### config.mk
export PLATFORM = sky130hd
export DESIGN_NAME = integer_to_radix_ascii_unit
export DESIGN_NICKNAME = d
export VERILOG_FILES = /design/src/rtl/itra_pkg.sv /design/src/rtl/itra_ram.sv /design/src/rtl/itra_div.sv /design/src/rtl/integer_to_radix_ascii_unit.sv
export VERILOG_INCLUDE_DIRS = /design/src /design/src/rtl
export SDC_FILE = /design/constraint.sdc
export NUM_CORES = 1
export LEC_CHECK = 0
export BUFFER_PORTS_ARGS = -buffer_cell sky130_fd_sc_hd__buf_2
export CORE_ASPECT_RATIO = 2
export CORE_MARGIN = 2
export CORE_UTILIZATION = 63
export DETAILED_ROUTE_END_ITERATION = 10
export GPL_ROUTABILITY_DRIVEN = 0
export GPL_TIMING_DRIVEN = 1
export PLACE_DENSITY = 0.9
export SLEW_MARGIN = 25
export SYNTH_ARGS = -nofsm -noshare
export SYNTH_HDL_FRONTEND = slang
export SYNTH_HIERARCHICAL = 1
export SYNTH_SLANG_ARGS = --single-unit
### constraint.sdc
create_clock -name clk_i -period 5.23 [get_ports clk_i]
set_input_delay 0.2615 -clock clk_i [delete_from_list [all_inputs] [get_ports clk_i]]
set_output_delay 0.2615 -clock clk_i [all_outputs]
set_load 0.05 [all_outputs]
### src/rtl/integer_to_radix_ascii_unit_defines.svh
// ----------------------------------------------------------------------------
// Integer to radix ASCII unit: assertion macros
// Shared assertion forms, clocked on clk_i and disabled while rst_ni is low.
// ----------------------------------------------------------------------------
`ifndef INTEGER_TO_RADIX_ASCII_UNIT_DEFINES_SVH
`define INTEGER_TO_RADIX_ASCII_UNIT_DEFINES_SVH

// Consequent must hold in the same cycle as the antecedent.
`define ITRA_ASSERT_IMPLIES(label, ante, cons, msg) \
  label: assert property (@(posedge clk_i) disable iff (!rst_ni) (ante) |-> (cons)) \
    else $error(msg);

// Consequent must hold in the cycle after the antecedent.
`define ITRA_ASSERT_NEXT(label, ante, cons, msg) \
  label: assert property (@(posedge clk_i) disable iff (!rst_ni) (ante) |=> (cons)) \
    else $error(msg);

// Expression must never be true.
`define ITRA_ASSERT_NEVER(label, expr, msg) \
  label: assert property (@(posedge clk_i) disable iff (!rst_ni) !(expr)) \
    else $error(msg);

`endif

### src/rtl/itra_pkg.sv
// ----------------------------------------------------------------------------
// Integer to radix ASCII unit: package
// Widths, radix limits, character codes and the digit-to-character mapping.
// ----------------------------------------------------------------------------
package itra_pkg;

  // Default width of the converted value.
  localparam int unsigned DEFAULT_VALUE_WIDTH = 32;

  // Radix field.
  localparam int unsigned BASE_W = 6;
  localparam logic [BASE_W-1:0] MIN_BASE   = 6'd2;
  localparam logic [BASE_W-1:0] MAX_BASE   = 6'd36;
  localparam logic [BASE_W-1:0] RADIX_TEN  = 6'd10;
  localparam logic [BASE_W-1:0] LAST_DECIMAL_DIGIT = 6'd9;

  // Output characters.
  localparam int unsigned CHAR_W = 8;
  localparam logic [CHAR_W-1:0] CHAR_MINUS = 8'h2D;  // '-'
  localparam logic [CHAR_W-1:0] CHAR_ZERO  = 8'h30;  // '0'
  localparam logic [CHAR_W-1:0] CHAR_A_LOW = 8'h61;  // 'a'

  // Status from the divider to the sequencer.
  typedef struct packed {
    logic busy;  // a division is in progress
    logic done;  // quotient and remainder are valid this cycle
  } itra_div_stat_t;

  // Digit value 0..35 to its lower-case ASCII character.
  function automatic logic [CHAR_W-1:0] digit_char(input logic [BASE_W-1:0] d);
    logic [CHAR_W-1:0] ext;
    ext = {{(CHAR_W-BASE_W){1'b0}}, d};
    if (d <= LAST_DECIMAL_DIGIT) begin
      digit_char = CHAR_ZERO + ext;
    end else begin
      digit_char = CHAR_A_LOW + ext - {{(CHAR_W-BASE_W){1'b0}}, RADIX_TEN};
    end
  endfunction

endpackage

### src/rtl/itra_ram.sv
// ----------------------------------------------------------------------------
// Integer to radix ASCII unit: generic RAM
// One write port and one read port with registered read data.
// ----------------------------------------------------------------------------
module itra_ram #(
  parameter int unsigned WIDTH = 8,
  parameter int unsigned DEPTH = 32,
  localparam int unsigned ADDR_W = (DEPTH > 1) ? $clog2(DEPTH) : 1
) (
  input  logic              clk_i,
  input  logic              we_i,
  input  logic [ADDR_W-1:0] waddr_i,
  input  logic [WIDTH-1:0]  wdata_i,
  input  logic [ADDR_W-1:0] raddr_i,
  output logic [WIDTH-1:0]  rdata_o
);

  logic [WIDTH-1:0] mem [DEPTH];
  logic [WIDTH-1:0] rdata_q;

  // Write port.
  always_ff @(posedge clk_i) begin
    if (we_i) begin
      mem[waddr_i] <= wdata_i;
    end
  end

  // Registered read port.
  always_ff @(posedge clk_i) begin
    rdata_q <= mem[raddr_i];
  end

  assign rdata_o = rdata_q;

endmodule

### src/rtl/itra_div.sv
// ----------------------------------------------------------------------------
// Integer to radix ASCII unit: radix divider
// Restoring divider, one quotient bit per cycle, for a 6-bit radix divisor.
// ----------------------------------------------------------------------------
`include "integer_to_radix_ascii_unit_defines.svh"

module itra_div #(
  parameter int unsigned VALUE_WIDTH = itra_pkg::DEFAULT_VALUE_WIDTH
) (
  input  logic                        clk_i,
  input  logic                        rst_ni,
  input  logic                        start_i,
  input  logic [VALUE_WIDTH-1:0]      dividend_i,
  input  logic [itra_pkg::BASE_W-1:0] radix_i,
  output itra_pkg::itra_div_stat_t    stat_o,
  output logic [VALUE_WIDTH-1:0]      quotient_o,
  output logic [itra_pkg::BASE_W-1:0] remainder_o
);

  import itra_pkg::*;

  localparam int unsigned CNT_W = $clog2(VALUE_WIDTH);

  logic [VALUE_WIDTH-1:0] quo_q, quo_d;
  logic [BASE_W-1:0]      rem_q, rem_d;
  logic [BASE_W-1:0]      radix_q, radix_d;
  logic [CNT_W-1:0]       cnt_q, cnt_d;
  logic                   busy_q, busy_d;
  logic                   done_q, done_d;

  logic [BASE_W:0]        rem_shift;
  logic [BASE_W:0]        rem_sub;
  logic                   fits;

  // One restoring step: bring down the next dividend bit and try the radix.
  assign rem_shift = {rem_q, quo_q[VALUE_WIDTH-1]};
  assign rem_sub   = rem_shift - {1'b0, radix_q};
  assign fits      = (rem_shift >= {1'b0, radix_q});

  // Step control.
  always_comb begin
    quo_d   = quo_q;
    rem_d   = rem_q;
    radix_d = radix_q;
    cnt_d   = cnt_q;
    busy_d  = busy_q;
    done_d  = 1'b0;
    if (start_i) begin
      quo_d   = dividend_i;
      rem_d   = '0;
      radix_d = radix_i;
      cnt_d   = CNT_W'(VALUE_WIDTH - 1);
      busy_d  = 1'b1;
    end else if (busy_q) begin
      quo_d = {quo_q[VALUE_WIDTH-2:0], fits};
      rem_d = fits ? rem_sub[BASE_W-1:0] : rem_shift[BASE_W-1:0];
      cnt_d = cnt_q - 1'b1;
      if (cnt_q == '0) begin
        busy_d = 1'b0;
        done_d = 1'b1;
      end
    end
  end

  // Control registers.
  always_ff @(posedge clk_i or negedge rst_ni) begin
    if (!rst_ni) begin
      busy_q <= 1'b0;
      done_q <= 1'b0;
      cnt_q  <= '0;
    end else begin
      busy_q <= busy_d;
      done_q <= done_d;
      cnt_q  <= cnt_d;
    end
  end

  // Datapath registers.
  always_ff @(posedge clk_i) begin
    quo_q   <= quo_d;
    rem_q   <= rem_d;
    radix_q <= radix_d;
  end

  assign stat_o.busy  = busy_q;
  assign stat_o.done  = done_q;
  assign quotient_o   = quo_q;
  assign remainder_o  = rem_q;

  // The partial remainder always stays below the divisor.
  `ITRA_ASSERT_IMPLIES(a_rem_below_radix, busy_q || done_q, rem_q < radix_q, "remainder not below radix")
  // Completion is a single-cycle pulse.
  `ITRA_ASSERT_NEXT(a_done_pulse, done_q && !start_i, !done_q && !busy_q, "done held or busy after done")
  // A start loads the full step count.
  `ITRA_ASSERT_NEXT(a_start_loads, start_i, busy_q && (cnt_q == CNT_W'(VALUE_WIDTH - 1)), "start did not load divider")

endmodule

### src/rtl/integer_to_radix_ascii_unit.sv
// ----------------------------------------------------------------------------
// Integer to radix ASCII unit
// Converts an integer to ASCII text in radix 2..36, most significant digit
// first, one character per output transfer.
// ----------------------------------------------------------------------------
// Each digit comes from one pass of a bit-serial divider that retires one
// quotient bit per cycle. Digits are parked in a small RAM and read back in
// reverse; characters then leave while the output is not stalled, with a
// minus sign first where the number has one.
// The input is ready only while no conversion is in progress; the last
// character may still be waiting on the output when the next number is taken.
// The radix is clamped to 2..36, a minus sign appears only in radix ten.
`include "integer_to_radix_ascii_unit_defines.svh"

module integer_to_radix_ascii_unit #(
  parameter int unsigned VALUE_WIDTH = itra_pkg::DEFAULT_VALUE_WIDTH,
  localparam int unsigned S_TDATA_W = ((VALUE_WIDTH + itra_pkg::BASE_W + 7) / 8) * 8
) (
  input  logic                        clk_i,
  input  logic                        rst_ni,
  // Input stream.
  input  logic                        s_axis_tvalid,
  output logic                        s_axis_tready,
  input  logic [S_TDATA_W-1:0]        s_axis_tdata,   // number, base, zero pad
  // Output stream.
  output logic                        m_axis_tvalid,
  input  logic                        m_axis_tready,
  output logic [itra_pkg::CHAR_W-1:0] m_axis_tdata,   // character
  output logic                        m_axis_tlast    // last_char
);

  import itra_pkg::*;

  localparam int unsigned IDX_W = $clog2(VALUE_WIDTH);

  localparam logic [1:0] ST_IDLE = 2'd0;
  localparam logic [1:0] ST_DIV  = 2'd1;
  localparam logic [1:0] ST_SIGN = 2'd2;
  localparam logic [1:0] ST_EMIT = 2'd3;

  logic [1:0]        state_q, state_d;
  logic              neg_q, neg_d;
  logic [BASE_W-1:0] radix_q, radix_d;
  logic [IDX_W-1:0]  idx_q, idx_d;
  logic              rd_ok_q, rd_ok_d;
  logic              m_valid_q, m_valid_d;
  logic [CHAR_W-1:0] m_char_q, m_char_d;
  logic              m_last_q, m_last_d;

  logic                   s_accept;
  logic [VALUE_WIDTH-1:0] in_number;
  logic [BASE_W-1:0]      in_base;
  logic [BASE_W-1:0]      base_sat;
  logic                   in_neg;
  logic [VALUE_WIDTH-1:0] magnitude;

  logic                   div_start;
  logic [VALUE_WIDTH-1:0] div_dividend;
  itra_div_stat_t         div_stat;
  logic [VALUE_WIDTH-1:0] div_quot;
  logic [BASE_W-1:0]      div_rem;
  logic                   more_digits;

  logic              ram_we;
  logic [BASE_W-1:0] rd_digit;
  logic              out_free;

  // Input unpacking, radix clamp and sign handling.
  assign s_axis_tready = (state_q == ST_IDLE);
  assign s_accept      = s_axis_tvalid && s_axis_tready;
  assign in_number     = s_axis_tdata[VALUE_WIDTH-1:0];
  assign in_base       = s_axis_tdata[VALUE_WIDTH +: BASE_W];

  always_comb begin
    if (in_base < MIN_BASE) begin
      base_sat = MIN_BASE;
    end else if (in_base > MAX_BASE) begin
      base_sat = MAX_BASE;
    end else begin
      base_sat = in_base;
    end
  end

  assign in_neg    = (base_sat == RADIX_TEN) && in_number[VALUE_WIDTH-1];
  assign magnitude = in_neg ? (~in_number + 1'b1) : in_number;

  // Divider: the first pass divides the magnitude, later passes the quotient.
  assign more_digits  = (div_quot != '0) && (idx_q != IDX_W'(VALUE_WIDTH - 1));
  assign div_start    = s_accept || ((state_q == ST_DIV) && div_stat.done && more_digits);
  assign div_dividend = s_accept ? magnitude : div_quot;

  itra_div #(
    .VALUE_WIDTH (VALUE_WIDTH)
  ) u_div (
    .clk_i       (clk_i),
    .rst_ni      (rst_ni),
    .start_i     (div_start),
    .dividend_i  (div_dividend),
    .radix_i     (s_accept ? base_sat : radix_q),
    .stat_o      (div_stat),
    .quotient_o  (div_quot),
    .remainder_o (div_rem)
  );

  // Digit store, written least significant first, read back in reverse.
  assign ram_we = (state_q == ST_DIV) && div_stat.done;

  itra_ram #(
    .WIDTH (BASE_W),
    .DEPTH (VALUE_WIDTH)
  ) u_digits (
    .clk_i   (clk_i),
    .we_i    (ram_we),
    .waddr_i (idx_q),
    .wdata_i (div_rem),
    .raddr_i (idx_q),
    .rdata_o (rd_digit)
  );

  // Sequencer and output register.
  assign out_free = !m_valid_q || m_axis_tready;

  always_comb begin
    state_d   = state_q;
    neg_d     = neg_q;
    radix_d   = radix_q;
    idx_d     = idx_q;
    rd_ok_d   = rd_ok_q;
    m_valid_d = m_valid_q && !m_axis_tready;
    m_char_d  = m_char_q;
    m_last_d  = m_last_q;
    case (state_q)
      ST_IDLE: begin
        if (s_accept) begin
          neg_d   = in_neg;
          radix_d = base_sat;
          idx_d   = '0;
          state_d = ST_DIV;
        end
      end
      ST_DIV: begin
        if (div_stat.done) begin
          rd_ok_d = 1'b0;
          if (more_digits) begin
            idx_d = idx_q + 1'b1;
          end else if (neg_q) begin
            state_d = ST_SIGN;
          end else begin
            state_d = ST_EMIT;
          end
        end
      end
      ST_SIGN: begin
        if (out_free) begin
          m_valid_d = 1'b1;
          m_char_d  = CHAR_MINUS;
          m_last_d  = 1'b0;
          state_d   = ST_EMIT;
        end
      end
      ST_EMIT: begin
        // Read data is good once the RAM's registered read has caught up with the address, as rd_ok_q marks.
        if (rd_ok_q && out_free) begin
          m_valid_d = 1'b1;
          m_char_d  = digit_char(rd_digit);
          m_last_d  = (idx_q == '0);
          rd_ok_d   = 1'b0;
          if (idx_q == '0) begin
            state_d = ST_IDLE;
          end else begin
            idx_d = idx_q - 1'b1;
          end
        end else begin
          rd_ok_d = 1'b1;
        end
      end
      default: begin
        state_d = ST_IDLE;
      end
    endcase
  end

  // Control registers.
  always_ff @(posedge clk_i or negedge rst_ni) begin
    if (!rst_ni) begin
      state_q   <= ST_IDLE;
      rd_ok_q   <= 1'b0;
      m_valid_q <= 1'b0;
    end else begin
      state_q   <= state_d;
      rd_ok_q   <= rd_ok_d;
      m_valid_q <= m_valid_d;
    end
  end

  // Payload registers.
  always_ff @(posedge clk_i) begin
    neg_q    <= neg_d;
    radix_q  <= radix_d;
    idx_q    <= idx_d;
    m_char_q <= m_char_d;
    m_last_q <= m_last_d;
  end

  assign m_axis_tvalid = m_valid_q;
  assign m_axis_tdata  = m_char_q;
  assign m_axis_tlast  = m_last_q;

  // A new number is never taken while the divider is still working.
  `ITRA_ASSERT_NEVER(a_ready_while_busy, s_axis_tready && div_stat.busy, "ready while dividing")
  // Digits read back are always below the radix.
  `ITRA_ASSERT_IMPLIES(a_digit_in_range, (state_q == ST_EMIT) && rd_ok_q, rd_digit < radix_q, "digit not below radix")
  // A minus sign is never the final character.
  `ITRA_ASSERT_IMPLIES(a_minus_not_last, m_axis_tvalid && (m_axis_tdata == CHAR_MINUS), !m_axis_tlast, "minus sign marked last")

endmodule
Word level (Yosys, flattened, before mapping) --
Memory sizes are Yosys's and may differ from the RTL's. A register that Yosys moved wholly into a read port is not among the register bits. Index checks and enable logic that the tools add are counted.
Operators by class: add/sub/neg operators 8, multipliers 0, divide/modulo/power cells 0, $lt $le $gt $ge 4, equal/unequal tests 14, shifts and indexed selects 0, muxes and demuxes 45, bitwise operators 1, reductions and logical operators 25
Operator list (count):
- 32-bit two-way mux | 4
- 5-bit two-way mux | 7
- 32-bit by 1-bit adder with 32-bit output, second input constant | 1
- 32-bit NOT | 1
- 32-bit nonzero test | 1
- 6-bit two-way mux | 4
- 8-bit two-way mux | 3
- 8-bit one-hot mux with 2 select lines | 1
- 1-bit two-way mux | 15
- 5-bit one-hot mux with 3 select lines | 1
- 2-bit != test, second input constant | 7
- 2-bit two-way mux | 6
- 6-bit AND reduction | 2
- 5-bit logical NOT | 2
- 5-bit by 1-bit subtractor with 5-bit output, second input constant | 2
- 7-bit by 6-bit adder with 8-bit output, first input constant | 1
- 2-bit one-hot mux with 4 select lines | 1
- 8-bit by 4-bit subtractor with 8-bit output, second input constant | 1
- 6-bit by 6-bit adder with 7-bit output, first input constant | 1
- 7-bit by 6-bit greater-or-equal comparator with 1-bit output | 1
- 1-bit logical AND | 7
- 6-bit by 4-bit == test with 1-bit output, second input constant | 1
- 6-bit > comparator, second input constant | 1
- 6-bit by 4-bit less-or-equal comparator with 1-bit output, second input constant | 1
- other kinds (15) | 25
Word-level totals: flip-flop bits (word level) 76, latch bits 0, memory bits (writable) 192, memory bits (read-only) 0, bits of input ports 44, output and inout port bits 11, word-level logic and storage cells 112, memories kept 1
Memories:
- u_digits.mem | depth 32, bits a word 6, rd ports 1, clocked after Yosys merged registers in 1, wr ports 1, line itra_ram.sv:18 | logic [WIDTH-1:0] mem [DEPTH];

Logic depth before layout (Yosys ltp) --
depth after elaboration 8, gate-level depth with buffers 9, mapped depth without buffers 8

Cells and area by module --
Netlist, hierarchy kept.
By module, submodules not included:
- itra_ram | times used 1, cells each 323, area each 7589.8 µm², seq. area each 5885.6 µm²
- integer_to_radix_ascii_unit | times used 1, cells each 335, area each 2661.3 µm², seq. area each 730.7 µm²
- itra_div | times used 1, cells each 181, area each 2447.3 µm², seq. area each 1436.4 µm²

Least setup slack after synthesis --
Ideal clock, no wire load.
path kind flip-flop to flip-flop, start point register state_q[0], end point register u_div.quo_q[0] (netlist: u_div/quotient_o[0]), enable pin, setup time 0.375 ns, arrival time 3.180 ns, data required time 4.855 ns, path slack 1.675 ns, stages on the path, launching flop included 9, path buffers 3, clock period less this slack 3.555 ns, cell sequence dfrtp_1 -> inv_1 -> ha_1 -> nand2_1 -> clkbuf_1 -> o21ai_0 -> buf_2 -> clkbuf_1 -> or2_2
On the way: elaborated cells between the ends (all ways) 9, those cells by class eq/ne: 2; reduce/logical: 7
RTL lines:
- start: declaration | line integer_to_radix_ascii_unit.sv:41 | logic [1:0] state_q, state_d;
- start signal: assignment | line integer_to_radix_ascii_unit.sv:190 | state_q <= state_d;
- 2-bit logical NOT * | line integer_to_radix_ascii_unit.sv:69 | assign s_axis_tready = (state_q == ST_IDLE);
- named net s_axis_tready | line integer_to_radix_ascii_unit.sv:23 | output logic s_axis_tready,
- 1-bit logical AND * | line integer_to_radix_ascii_unit.sv:70 | assign s_accept = s_axis_tvalid && s_axis_tready;
- 1-bit logical OR * | line integer_to_radix_ascii_unit.sv:89 | assign div_start = s_accept || ((state_q == ST_DIV) && div_stat.done && more_digits);
- named net div_start | line integer_to_radix_ascii_unit.sv:57 | logic div_start;
- 2-bit != test (no source line) / 2-bit nonzero test (equally long branches)
- 2-bit AND reduction (no source line) *
- end signal: assignment | line itra_div.sv:80 | quo_q <= quo_d;
- end: declaration | line itra_div.sv:24 | logic [VALUE_WIDTH-1:0] quo_q, quo_d;
The timed path passes the listed nets; every way through them passes the cells marked *. A chain may end at the register's enable or synchronous reset.

Worst setup path after layout --
start point register u_div.quo_q[13] (netlist: u_div/quotient_o[13]), end point register u_div.quo_q[31] (netlist: u_div/quotient_o[31]), enable pin
On the way: cells in the longest elaborated chain, start to end 6, elaborated cells between the ends (all ways) 7, those cells by class eq/ne: 1; reduce/logical: 6
RTL lines:
- 32-bit nonzero test * | line integer_to_radix_ascii_unit.sv:88 | assign more_digits = (div_quot != '0) && (idx_q != IDX_W'(VALUE_WIDTH - 1));
- 1-bit logical AND * | line integer_to_radix_ascii_unit.sv:88
- 1-bit logical AND * | line integer_to_radix_ascii_unit.sv:89
- 1-bit logical OR * | line integer_to_radix_ascii_unit.sv:89
- named net div_start | line integer_to_radix_ascii_unit.sv:57
- 2-bit != test (no source line) / 2-bit nonzero test (equally long branches)
- 2-bit AND reduction (no source line) *
Marks and branches as above.

==> metrics.txt <==
status complete, no violations; synthesized area 0.0127 mm²; Syn Area/Cell 15.1 µm²; Crit. End Element flip-flop; Min-Delay Startpoint m_axis_tready; Final Hold Viols 0; critical path class flip-flop to flip-flop; CTS resizes 0; CTS tree yes; Rel. slew slack 0.425; CP delay by family, top simple AND/OR/NAND/NOR gates; CTS clk-pin slew, worst paths 0.07 ns; total power 4.22 mW; clk sinks 274; Die H 205 µm; IO Port Bufs 52; Setup Fix Bufs, Post-CTS 0; Syn Nets 906; static leakage 4.06 nW; final worst-path setup slack 2.04 ns; worst-margin pin slew 0.855 ns; starting density of the core 0.640; initial antenna violation count 0; WP data arrival 3.35 ns; TritonCTS buffer count 22; maximum clock frequency 313 MHz; Crit path largest cell delay 0.66 ns; post-DR vias/cell 6.34; DRT Pass-1 Iters 6; Worst Path Max Fanout 56; Crit Reg-Reg Startpoint u_div/quotient_o[13]; worst skew pair latency 0.53 ns; Syn Inst Count 838; Iteration-0 DRC Markers 582; Tcrit/Tclk final 0.610; worst path bufs/invs 1; # diodes 0; largest net degree at the start of global routing 72; Crit path depth 6; pre-CTS WS 2.11 ns; via count 7403; number of setup violations in the final report 0; HP Class primary input to flip-flop; Setup Skew 0.0269 ns; Startpoint Class flip-flop; Die ar. 0.0214 mm²; Fillers 1214; pwr/cell area 301 mW/mm²; Setup crit start u_div/quotient_o[13]; vias in the first global route 7728; cell depth of the worst flop-to-flop path 6; cells along the critical path nor4_1, nand4_1, o22ai_1, o21ai_4, buf_4, or2_2; Die Wd 104 µm; CTS hold repair buffers 1; DP Wirelength 17700 µm; WP data required 5.39 ns; WHS Path Cells 3; RSZ-0062 raised after global routing false; CTS H-tree depth 1; first-pass GRT wire length 41700 µm; Post-layout nets 958; max-cap check violation count 0; worst-case clock buffer depth 3; Global Route Usage Sum 0.256; area grow syn2layout 10.5%; Pins Over Slew Limit 0; fraction of layout cells with a size suffix above 1 0.241; Worst path slowest cell or2_2; row cnt 73; Final TNS setup 0 ns; peak supply drop 203 µV; warnings from Yosys 6; WL final 26500 µm; WL per Instance 22.7 µm; crit path time final 3.19 ns; GRT overflow 0; clk root buf clkbuf_16; IO Count 55; Detail Route Antenna Nets 0; # DRC 0; Core Box Area 0.0198 mm²
## layout make-up
type	count	area (µm²)	share of cell area
Tap cell	262	328	0.0234
Multi-Input combinational cell	499	4360	0.311
Clock buffer	27	589	0.0420
Clock inverter	13	218	0.0155
Inverter	29	109	0.00776
Timing Repair Buffer	64	365	0.0260
Sequential cell	274	8060	0.574
## placed cells by master (no fill, tap or decap), drive strengths merged, types with 22 or more instances in the layout
cell type / count
edfxtp: 251
nand2: 68
buf: 63
nor2: 62
mux4: 60
o21ai: 50
mux2: 40
xor2: 31
inv: 27
clkbuf: 27
ha: 22
## tightest hold or removal path, delay by kind of cell
family	cells	cell delay, ns
simple gates	2	0.19
buf+inv	1	0.10
## power breakdown
| group | switching (mW) | internal (mW) | total [mW] |
|---|---|---|---|
| Clock | 0.759 | 1.06 | 1.82 |
| Combinational | 0.0291 | 0.0217 | 0.0508 |
| Sequential | 0.0000000000000000300 | 2.35 | 2.35 |
## through the flow
stage	std cells	hold WS, ns	instance area [µm²]	util
final	1168	0.0573	14000	0.708
after global routing	1168	0.0694	14000	0.708
after CTS	1168	0.0427	14000	0.708
after detailed placement	1127	0.145	13200	0.666
after global placement	1127	0.149	13200	0.666
after floorplan	838	-0.0341	12700	-
## per-layer routing
metal / up-vias / share of wire / GRT usage
met5: - / 0 / 0
met3: 74 / 0.040 / 0.0267
met1: 3703 / 0.33 / 0.264
met2: 285 / 0.58 / 0.501
met4: 0 / 0.051 / 0.132
li1: 3341 / - / -
## worst paths after layout
kind,slack (ns),endpoint
min in group asynchronous,0.14,m_axis_tvalid
setup / recovery,2.04,u_div/quotient_o[31]
max in group asynchronous,4.89,u_div/cnt_q[1]
hold / removal,0.06,m_axis_tvalid
setup reg to reg,2.04,u_div/quotient_o[31]
hold reg to reg,0.54,u_div/cnt_q[4]
## sequential cells by signal, indices dropped and copies added (netlist names)
signal             cells
u_div/busy_q           1
u_digits/mem         192
m_axis_tdata           8
m_axis_tvalid          1
u_div/radix_q          6
state_q                2
u_div/quotient_o      32
u_div/remainder_o      6
idx_q                  5
u_div/done_q           1
rd_ok_q                1
m_axis_tlast           1
u_digits/rdata_o       6
radix_q                6
u_div/cnt_q            5
neg_q                  1
(Power assumes the default switching activity.)
